File: config.mk
export PLATFORM = sky130hd
export DESIGN_NAME = bounded_deque_with_erase
export DESIGN_NICKNAME = d
export VERILOG_FILES = /design/src/rtl/core/bdqe_pkg.sv /design/src/rtl/core/bdqe_cell.sv /design/src/rtl/core/bounded_deque_with_erase.sv
export SDC_FILE = /design/constraint.sdc
export NUM_CORES = 2
export LEC_CHECK = 0
export ABC_CLOCK_PERIOD_IN_PS = 11760
export BUFFER_PORTS_ARGS = -buffer_cell sky130_fd_sc_hd__buf_2
export CORE_MARGIN = 2
export CORE_UTILIZATION = 30
export CTS_BUF_LIST = sky130_fd_sc_hd__clkbuf_4
export DETAILED_ROUTE_END_ITERATION = 8
export GPL_TIMING_DRIVEN = 0
export SKIP_LAST_GASP = 1
export SLEW_MARGIN = 0
export SYNTH_ARGS = -nofsm -noshare
export SYNTH_HDL_FRONTEND = slang
export SYNTH_HIERARCHICAL = 1
export SYNTH_SLANG_ARGS = --single-unit
File: constraint.sdc
create_clock -name i_clk -period 11.76 [get_ports i_clk]
set_input_delay 0.588 -clock i_clk [delete_from_list [all_inputs] [get_ports i_clk]]
set_output_delay 0.588 -clock i_clk [all_outputs]
set_load 0.02 [all_outputs]
File: src/rtl/core/bdqe_pkg.sv
// Types and codes for the bounded deque with erase.
package bdqe_pkg;

    localparam logic [2:0] OP_PUSH_FRONT = 3'd0;
    localparam logic [2:0] OP_POP_FRONT  = 3'd1;
    localparam logic [2:0] OP_PUSH_BACK  = 3'd2;
    localparam logic [2:0] OP_POP_BACK   = 3'd3;
    localparam logic [2:0] OP_ERASE      = 3'd4;
    localparam logic [2:0] OP_CLEAR      = 3'd5;
    localparam logic [2:0] OP_READOUT    = 3'd6;

    localparam logic [2:0] ST_OK       = 3'd0;
    localparam logic [2:0] ST_EMPTY    = 3'd1;
    localparam logic [2:0] ST_FULL     = 3'd2;
    localparam logic [2:0] ST_NOTFOUND = 3'd3;
    localparam logic [2:0] ST_RDEMPTY  = 3'd4;

    typedef logic [2:0] t_cell_act;

    localparam t_cell_act CELL_HOLD  = 3'd0;
    localparam t_cell_act CELL_PUSHF = 3'd1;
    localparam t_cell_act CELL_PUSHB = 3'd2;
    localparam t_cell_act CELL_POPF  = 3'd3;
    localparam t_cell_act CELL_ERASE = 3'd4;
    localparam t_cell_act CELL_ROT   = 3'd5;

    typedef struct packed {
        logic [2:0]         op;
        logic signed [31:0] value;
    } t_in;

    typedef struct packed {
        logic               is_element;
        logic signed [31:0] element;
        logic               last;
        logic [2:0]         status;
        logic [4:0]         occupancy;
    } t_out;

endpackage

File: src/rtl/core/bdqe_cell.sv
// One storage cell of the deque chain: holds one entry, shifts with its neighbors.
module bdqe_cell #(
    parameter int IDX = 0,
    parameter int CW  = 5,
    parameter int W   = 32
) (
    input  logic                i_clk,
    input  bdqe_pkg::t_cell_act i_act,
    input  logic [CW-1:0]       i_count,
    input  logic [W-1:0]        i_value,
    input  logic [W-1:0]        i_left,
    input  logic [W-1:0]        i_right,
    input  logic [W-1:0]        i_head,
    input  logic                i_found,
    output logic                o_found,
    output logic [W-1:0]        o_data
);

    logic [W-1:0] r_data;
    logic [W-1:0] n_data;
    logic         w_used;
    logic         w_tail;

    assign w_used  = i_count > CW'(IDX);
    assign w_tail  = i_count == CW'(IDX + 1);
    // first-match chain: set from the first matching cell onward
    assign o_found = i_found | (w_used && (r_data == i_value));
    assign o_data  = r_data;

    always_comb begin
        n_data = r_data;
        unique case (i_act)
            bdqe_pkg::CELL_HOLD:  n_data = r_data;
            bdqe_pkg::CELL_PUSHF: n_data = (IDX == 0) ? i_value : i_left;
            bdqe_pkg::CELL_PUSHB: n_data = (i_count == CW'(IDX)) ? i_value : r_data;
            bdqe_pkg::CELL_POPF:  n_data = i_right;
            bdqe_pkg::CELL_ERASE: n_data = o_found ? i_right : r_data;
            bdqe_pkg::CELL_ROT:   n_data = w_tail ? i_head : i_right;
            default:              n_data = r_data;
        endcase
    end

    always_ff @(posedge i_clk) begin
        r_data <= n_data;
    end

endmodule

File: src/rtl/core/bounded_deque_with_erase.sv
// Top level of the bounded deque with erase-by-value.
// Bounded deque of up to CAPACITY words kept in a chain of cells, entry 0 at the front.
// Push/pop at either end, erase of the first entry equal to value, and clear each return
// one status item carrying the new count. A readout streams the entries front to back,
// one item per cycle while the receiver takes them, by rotating the chain once around,
// and holds the input side until its last entry is emitted; an empty readout returns one
// status item. A new item is taken only when the output register is empty or its result
// leaves in the same cycle, so every cycle the receiver stalls holds the input as well.
module bounded_deque_with_erase #(
    parameter int CAPACITY  = 16,
    parameter int WORD_BITS = 32
) (
    input  logic           i_clk,
    input  logic           i_rst_n,
    input  logic           i_in_valid,
    output logic           o_in_ready,
    input  bdqe_pkg::t_in  i_in,
    output logic           o_out_valid,
    input  logic           i_out_ready,
    output bdqe_pkg::t_out o_out
);

    localparam int CW = $clog2(CAPACITY + 1);

    logic [WORD_BITS-1:0] w_data [CAPACITY];
    logic [CAPACITY:0]    w_found;
    logic [31:0]          w_vbits;
    logic [WORD_BITS-1:0] w_value;

    logic                 r_busy,      n_busy;
    logic [CW-1:0]        r_count,     n_count;
    logic [CW-1:0]        r_rd_idx,    n_rd_idx;
    logic                 r_out_valid;
    bdqe_pkg::t_out       r_out,       n_out;

    logic                 w_accept;
    logic                 w_slot;
    logic                 w_full;
    logic                 w_empty;
    logic                 w_load;
    logic                 w_step;
    logic                 w_step_last;
    logic [CW-1:0]        w_step_idx;
    logic [CW-1:0]        w_step_nxt;
    bdqe_pkg::t_cell_act  w_act;

    assign w_vbits  = i_in.value;
    assign w_value  = WORD_BITS'(w_vbits);
    assign w_slot   = !r_out_valid || i_out_ready;
    assign o_in_ready = !r_busy && w_slot;
    assign w_accept = i_in_valid && o_in_ready;
    assign w_full   = r_count == CW'(CAPACITY);
    assign w_empty  = r_count == '0;

    assign w_found[0] = 1'b0;

    for (genvar g = 0; g < CAPACITY; g++) begin : g_cell
        logic [WORD_BITS-1:0] w_left;
        logic [WORD_BITS-1:0] w_right;
        if (g == 0) begin : g_first
            assign w_left = w_data[0];
        end else begin : g_mid
            assign w_left = w_data[g-1];
        end
        if (g == CAPACITY - 1) begin : g_end
            assign w_right = w_data[g];
        end else begin : g_inner
            assign w_right = w_data[g+1];
        end
        bdqe_cell #(
            .IDX (g),
            .CW  (CW),
            .W   (WORD_BITS)
        ) u_cell (
            .i_clk   (i_clk),
            .i_act   (w_act),
            .i_count (r_count),
            .i_value (w_value),
            .i_left  (w_left),
            .i_right (w_right),
            .i_head  (w_data[0]),
            .i_found (w_found[g]),
            .o_found (w_found[g+1]),
            .o_data  (w_data[g])
        );
    end

    assign w_step_nxt  = w_step_idx + 1'b1;
    assign w_step_last = w_step_nxt == r_count;

    always_comb begin
        w_act      = bdqe_pkg::CELL_HOLD;
        n_count    = r_count;
        n_busy     = r_busy;
        n_rd_idx   = r_rd_idx;
        w_load     = 1'b0;
        w_step     = 1'b0;
        w_step_idx = r_rd_idx;
        n_out      = '0;
        n_out.last = 1'b1;
        n_out.status = bdqe_pkg::ST_OK;

        if (r_busy) begin
            w_step = w_slot;
        end else if (w_accept) begin
            w_load = 1'b1;
            unique case (i_in.op)
                bdqe_pkg::OP_PUSH_FRONT: begin
                    if (w_full) begin
                        n_out.status = bdqe_pkg::ST_FULL;
                    end else begin
                        w_act   = bdqe_pkg::CELL_PUSHF;
                        n_count = r_count + 1'b1;
                    end
                end
                bdqe_pkg::OP_POP_FRONT: begin
                    if (w_empty) begin
                        n_out.status = bdqe_pkg::ST_EMPTY;
                    end else begin
                        w_act   = bdqe_pkg::CELL_POPF;
                        n_count = r_count - 1'b1;
                    end
                end
                bdqe_pkg::OP_PUSH_BACK: begin
                    if (w_full) begin
                        n_out.status = bdqe_pkg::ST_FULL;
                    end else begin
                        w_act   = bdqe_pkg::CELL_PUSHB;
                        n_count = r_count + 1'b1;
                    end
                end
                bdqe_pkg::OP_POP_BACK: begin
                    if (w_empty) begin
                        n_out.status = bdqe_pkg::ST_EMPTY;
                    end else begin
                        n_count = r_count - 1'b1;
                    end
                end
                bdqe_pkg::OP_ERASE: begin
                    if (w_found[CAPACITY]) begin
                        w_act   = bdqe_pkg::CELL_ERASE;
                        n_count = r_count - 1'b1;
                    end else begin
                        n_out.status = bdqe_pkg::ST_NOTFOUND;
                    end
                end
                bdqe_pkg::OP_CLEAR: begin
                    n_count = '0;
                end
                bdqe_pkg::OP_READOUT: begin
                    if (w_empty) begin
                        n_out.status = bdqe_pkg::ST_RDEMPTY;
                    end else begin
                        w_step     = 1'b1;
                        w_step_idx = '0;
                    end
                end
                default: ;
            endcase
        end

        // readout: emit the front entry and rotate the chain by one
        if (w_step) begin
            w_act            = bdqe_pkg::CELL_ROT;
            w_load           = 1'b1;
            n_out.is_element = 1'b1;
            n_out.element    = 32'(w_data[0]);
            n_out.last       = w_step_last;
            n_busy           = !w_step_last;
            n_rd_idx         = w_step_nxt;
        end

        n_out.occupancy = 5'(n_count);
    end

    always_ff @(posedge i_clk) begin
        if (!i_rst_n) begin
            r_busy      <= 1'b0;
            r_count     <= '0;
            r_rd_idx    <= '0;
            r_out_valid <= 1'b0;
        end else begin
            r_busy   <= n_busy;
            r_count  <= n_count;
            r_rd_idx <= n_rd_idx;
            if (w_load) begin
                r_out_valid <= 1'b1;
            end else if (i_out_ready) begin
                r_out_valid <= 1'b0;
            end
        end
    end

    always_ff @(posedge i_clk) begin
        if (w_load) begin
            r_out <= n_out;
        end
    end

    assign o_out_valid = r_out_valid;
    assign o_out       = r_out;

endmodule

==> impl_results.md <==
* Status: finished with violations
* Violations in the final reports: DRC, capacitance limit, slew limit
* Initial Util at 0.302
* Final wirelength at 252000 um
* Worst hold stages at 3
* Die H at a little over 400 um
* Global-route wire length before repair at 356000 um
* Layout net count at 5841
* Drt via density at 6.35
* GRT busiest layer: met2
* Final period utilization at 0.796
* Max Root-Sink Buffers at 3
* Worst EP arrival at roughly 10 ns
* Syn_nets at about 5500
* Vias in the first global route at about 50000
* Placer Congestion at around 0.99
* Slowest CP cell: edfxtp_1
* Hold WS at between 0.2 and 0.25 ns
* Post-synth top area share at 0.329
* Mapped Avg Cell Area at 9.24 um^2
* DRT iter0 DRCs at 8353
* Pre-CTS setup slack at around 2.3 ns
* P&R area growth vs syn at 14.4%
* Number of port buffers at 80
* Setup CP Type: reg2reg
* Hold EP: r_busy
* Post_cts resized at 0
* PwrDens at between 100 and 150 nW/um^2
* Post-route ant nets at 0
* CP max stage delay at 1.12 ns
* Worst VDD drop at 73.6 uV
* Total negative slack at 0 ns
* Post-synth EDFFs at 554
* Met2 usage at 0.411
* Die Width at between 400 and 500 um
* Reg-to-reg setup timing slack at 2.40 ns
* GR Layer Usage met3 at 0.0826
* Reg2reg end: g_cell[10].u_cell/o_data[9]
* Synthesized area at between 50000 and 60000 um^2
* Leakage at 21.4 nW
* Clock sinks at 566
* # rows at 150
* Netlist cell types at 97
* Top post-synthesis cells by area: edfxtp_1, mux2i_1, xnor2_1, a211oi_1, a21o_1
* Min cycle time layout at between 9 and 10 ns
* Worst setup EP type: flip-flop
* Post-synth ARST share at 0
* Reg2reg start: g_cell[0].u_cell/o_data[4]
* Clk slew on worst S/H paths at 0.07 ns
* Dominant synthesized flop cell: edfxtp_1
* Final WS setup at 2.40 ns
* Type of the worst min-delay path: in2reg
* DR DRC count at 3
* Layout Skew at 0.0907 ns
* Post-synth top area cell: edfxtp_1
* Slew HR at -0.157
* Initial antenna violation count at 12
* Drt wl/cell at around 31 um
* Crit path max fanout at 32
* Max-Cap Viols at 18
* R2r worst-path depth at 32
* CTS buffer count at 166
* Die Area at about 170000 um^2
* Layout cell share with drive strength beyond 1 at 0.107
* Syn. warnings at 6
* Max Fclk at 107 MHz
* Core area at 167000 um^2
* Sequential area share after synthesis at 0.334
* Io pins at 83
* Critical Path Start Type: flip-flop
* Clk root buf: clkbuf_4
* H-tree depth at 4
* Setup Buffers After CTS at 0
* Final setup fails at 0
* Worst Path Required at ~13 ns
* Worst-Skew Late Latency at roughly 1.3 ns
* Synthesized instance count at 5464
* Tot GR Track Use at 0.280
* RSZ-0062 raised after global routing: false
* Final slew viol count at approximately 600
* Post-detail-place hpwl at around 170000 um
* Yosys reg bits at 566
* GR Util met1 at 0.344
* Worst hold start: i_rst_n
* Largest net degree at the start of global routing at 46
* Endpoints failing hold at 0
* Pre-Repair DR Iteration Count at 9
* CTS tree: built
* Overflow after GRT at 0
* Vias after detailed routing at 51600
* Worst slew pin tran at 1.74 ns
-- critical path, delay by kind of cell (launching register included) --
kind | cells | cell delay, ns
AO/OA/AOI/OAI | 19 | 5.53
buffers and inverters | 9 | 1.79
flip-flops | 1 | 1.12
AND/OR/NAND/NOR | 3 | 0.28
XOR/XNOR | 1 | 0.08
-- stage by stage --
step	utilization	cells	area, um^2	total power, mW
after floorplan	-	5464	50500	3.53
after global placement	0.321	7748	53700	4.16
after detailed placement	0.332	7821	55500	4.26
after CTS	0.345	8114	57600	6.26
after global routing	0.345	8125	57700	6.51
final	0.345	8127	57700	6.34
-- per-layer routing --
| layer | share of wire | vias to the layer above |
|---|---|---|
| met2 | 0.42 | 4418 |
| met4 | 0.091 | 14 |
| met3 | 0.13 | 1336 |
| li1 | - | 21100 |
| met5 | 0.00051 | - |
| met1 | 0.36 | 24800 |
-- layout make-up --
| cell class | count | area [um^2] |
|---|---|---|
| Antenna cell | 10 | 25.0 |
| Buffer | 446 | 2450 |
| Clock buffer | 226 | 1700 |
| Clock inverter | 56 | 363 |
| Fill cell | 16900 | 109000 |
| Inverter | 65 | 244 |
| Multi-Input combinational cell | 4387 | 31000 |
| Sequential cell | 566 | 16900 |
| Tap cell | 2204 | 2760 |
| Timing Repair Buffer | 167 | 2330 |
-- synthesized netlist by cell type, types with 7 or more instances --
master    instances
a21o_1          476
xor2_1           67
o31a_1           11
nor2b_1           7
buf_6            46
nand2_1         514
clkbuf_1        263
inv_1            64
nor2_1          499
and2_1           38
buf_2            81
a211oi_1        480
o21ai_0          55
xnor2_1         456
nand2b_1         10
edfxtp_1        554
buf_1            17
o21ai_1         439
a21oi_1          28
and3_1            8
dfxtp_1          12
nor4_1           33
nand4_1         113
nand3_1          11
mux2i_1         954
nor3_1           36
a222oi_1         32
buf_12            9
buf_4            18
-- report_power, final --
part           switching [mW]  internal, mW
Combinational           0.954         0.621
Clock                    1.03         0.977
Sequential              0.342          2.42
-- kinds of logic (layout without fill, tap and decap cells) --
family | Yosys count | in the layout | share of synthesized area
compound gates | 1583 | 1583 | 0.213
simple gates | 1321 | 1321 | 0.119
mux | 955 | 955 | 0.189
flops | 566 | 566 | 0.334
xor+xnor | 524 | 524 | 0.0910
buf+inv | 511 | 960 | 0.0533
fa+ha+maj | 3 | 3 | 0.000743
other cells | 1 | 11 | 0.0000743
-- timing repair --
| action | 4_1_cts | 5_1_grt |
|---|---|---|
| hold buffers | 11 | 0 |
| hold endpoints to repair | 17 | 0 |
| setup endpoints to repair | 0 | 0 |
-- sequential cells by signal, indices dropped and copies added (netlist names) --
signal	flops
g_cell.u_cell/o_data	512
o_out	42
o_out_valid	1
r_busy	1
r_count	5
r_rd_idx	5
-- worst max path at each step --
stage / start / endpoint
after floorplan: r_count[1] / g_cell[1].u_cell/o_data[0]
after global placement: r_count[1] / g_cell[1].u_cell/o_data[6]
after global routing: g_cell[0].u_cell/o_data[4] / g_cell[10].u_cell/o_data[9]
after CTS: g_cell[0].u_cell/o_data[22] / g_cell[10].u_cell/o_data[3]
after detailed placement: i_in[9] / g_cell[5].u_cell/o_data[0]
final: g_cell[0].u_cell/o_data[4] / g_cell[10].u_cell/o_data[9]
-- cell usage in the layout (no fill, tap or decap), drive strengths merged, types with 4 or more instances in the layout --
cell type,netlist,layout
a311oi,6,6
nand2,516,516
a31o,9,9
a31oi,5,5
dfxtp,12,12
and3,8,8
nor2,504,504
diode,0,10
nor4b,5,5
buf,177,333
a211oi,480,480
nor4,38,38
edfxtp,554,554
a222oi,32,32
nor3,38,38
nand3,14,14
bufinv,0,4
inv,65,70
nand3b,6,6
nand4,115,115
dlygate4sd3,0,11
o22ai,7,7
a41o,6,6
clkbuf,265,491
xor2,67,67
nor2b,8,8
o31a,11,11
xnor2,457,457
mux2i,954,954
clkinv,0,46
o21ai,494,494
a21oi,29,29
and2,38,38
nand2b,10,10
a21o,476,476
Power figures use the tool's default switching activity.
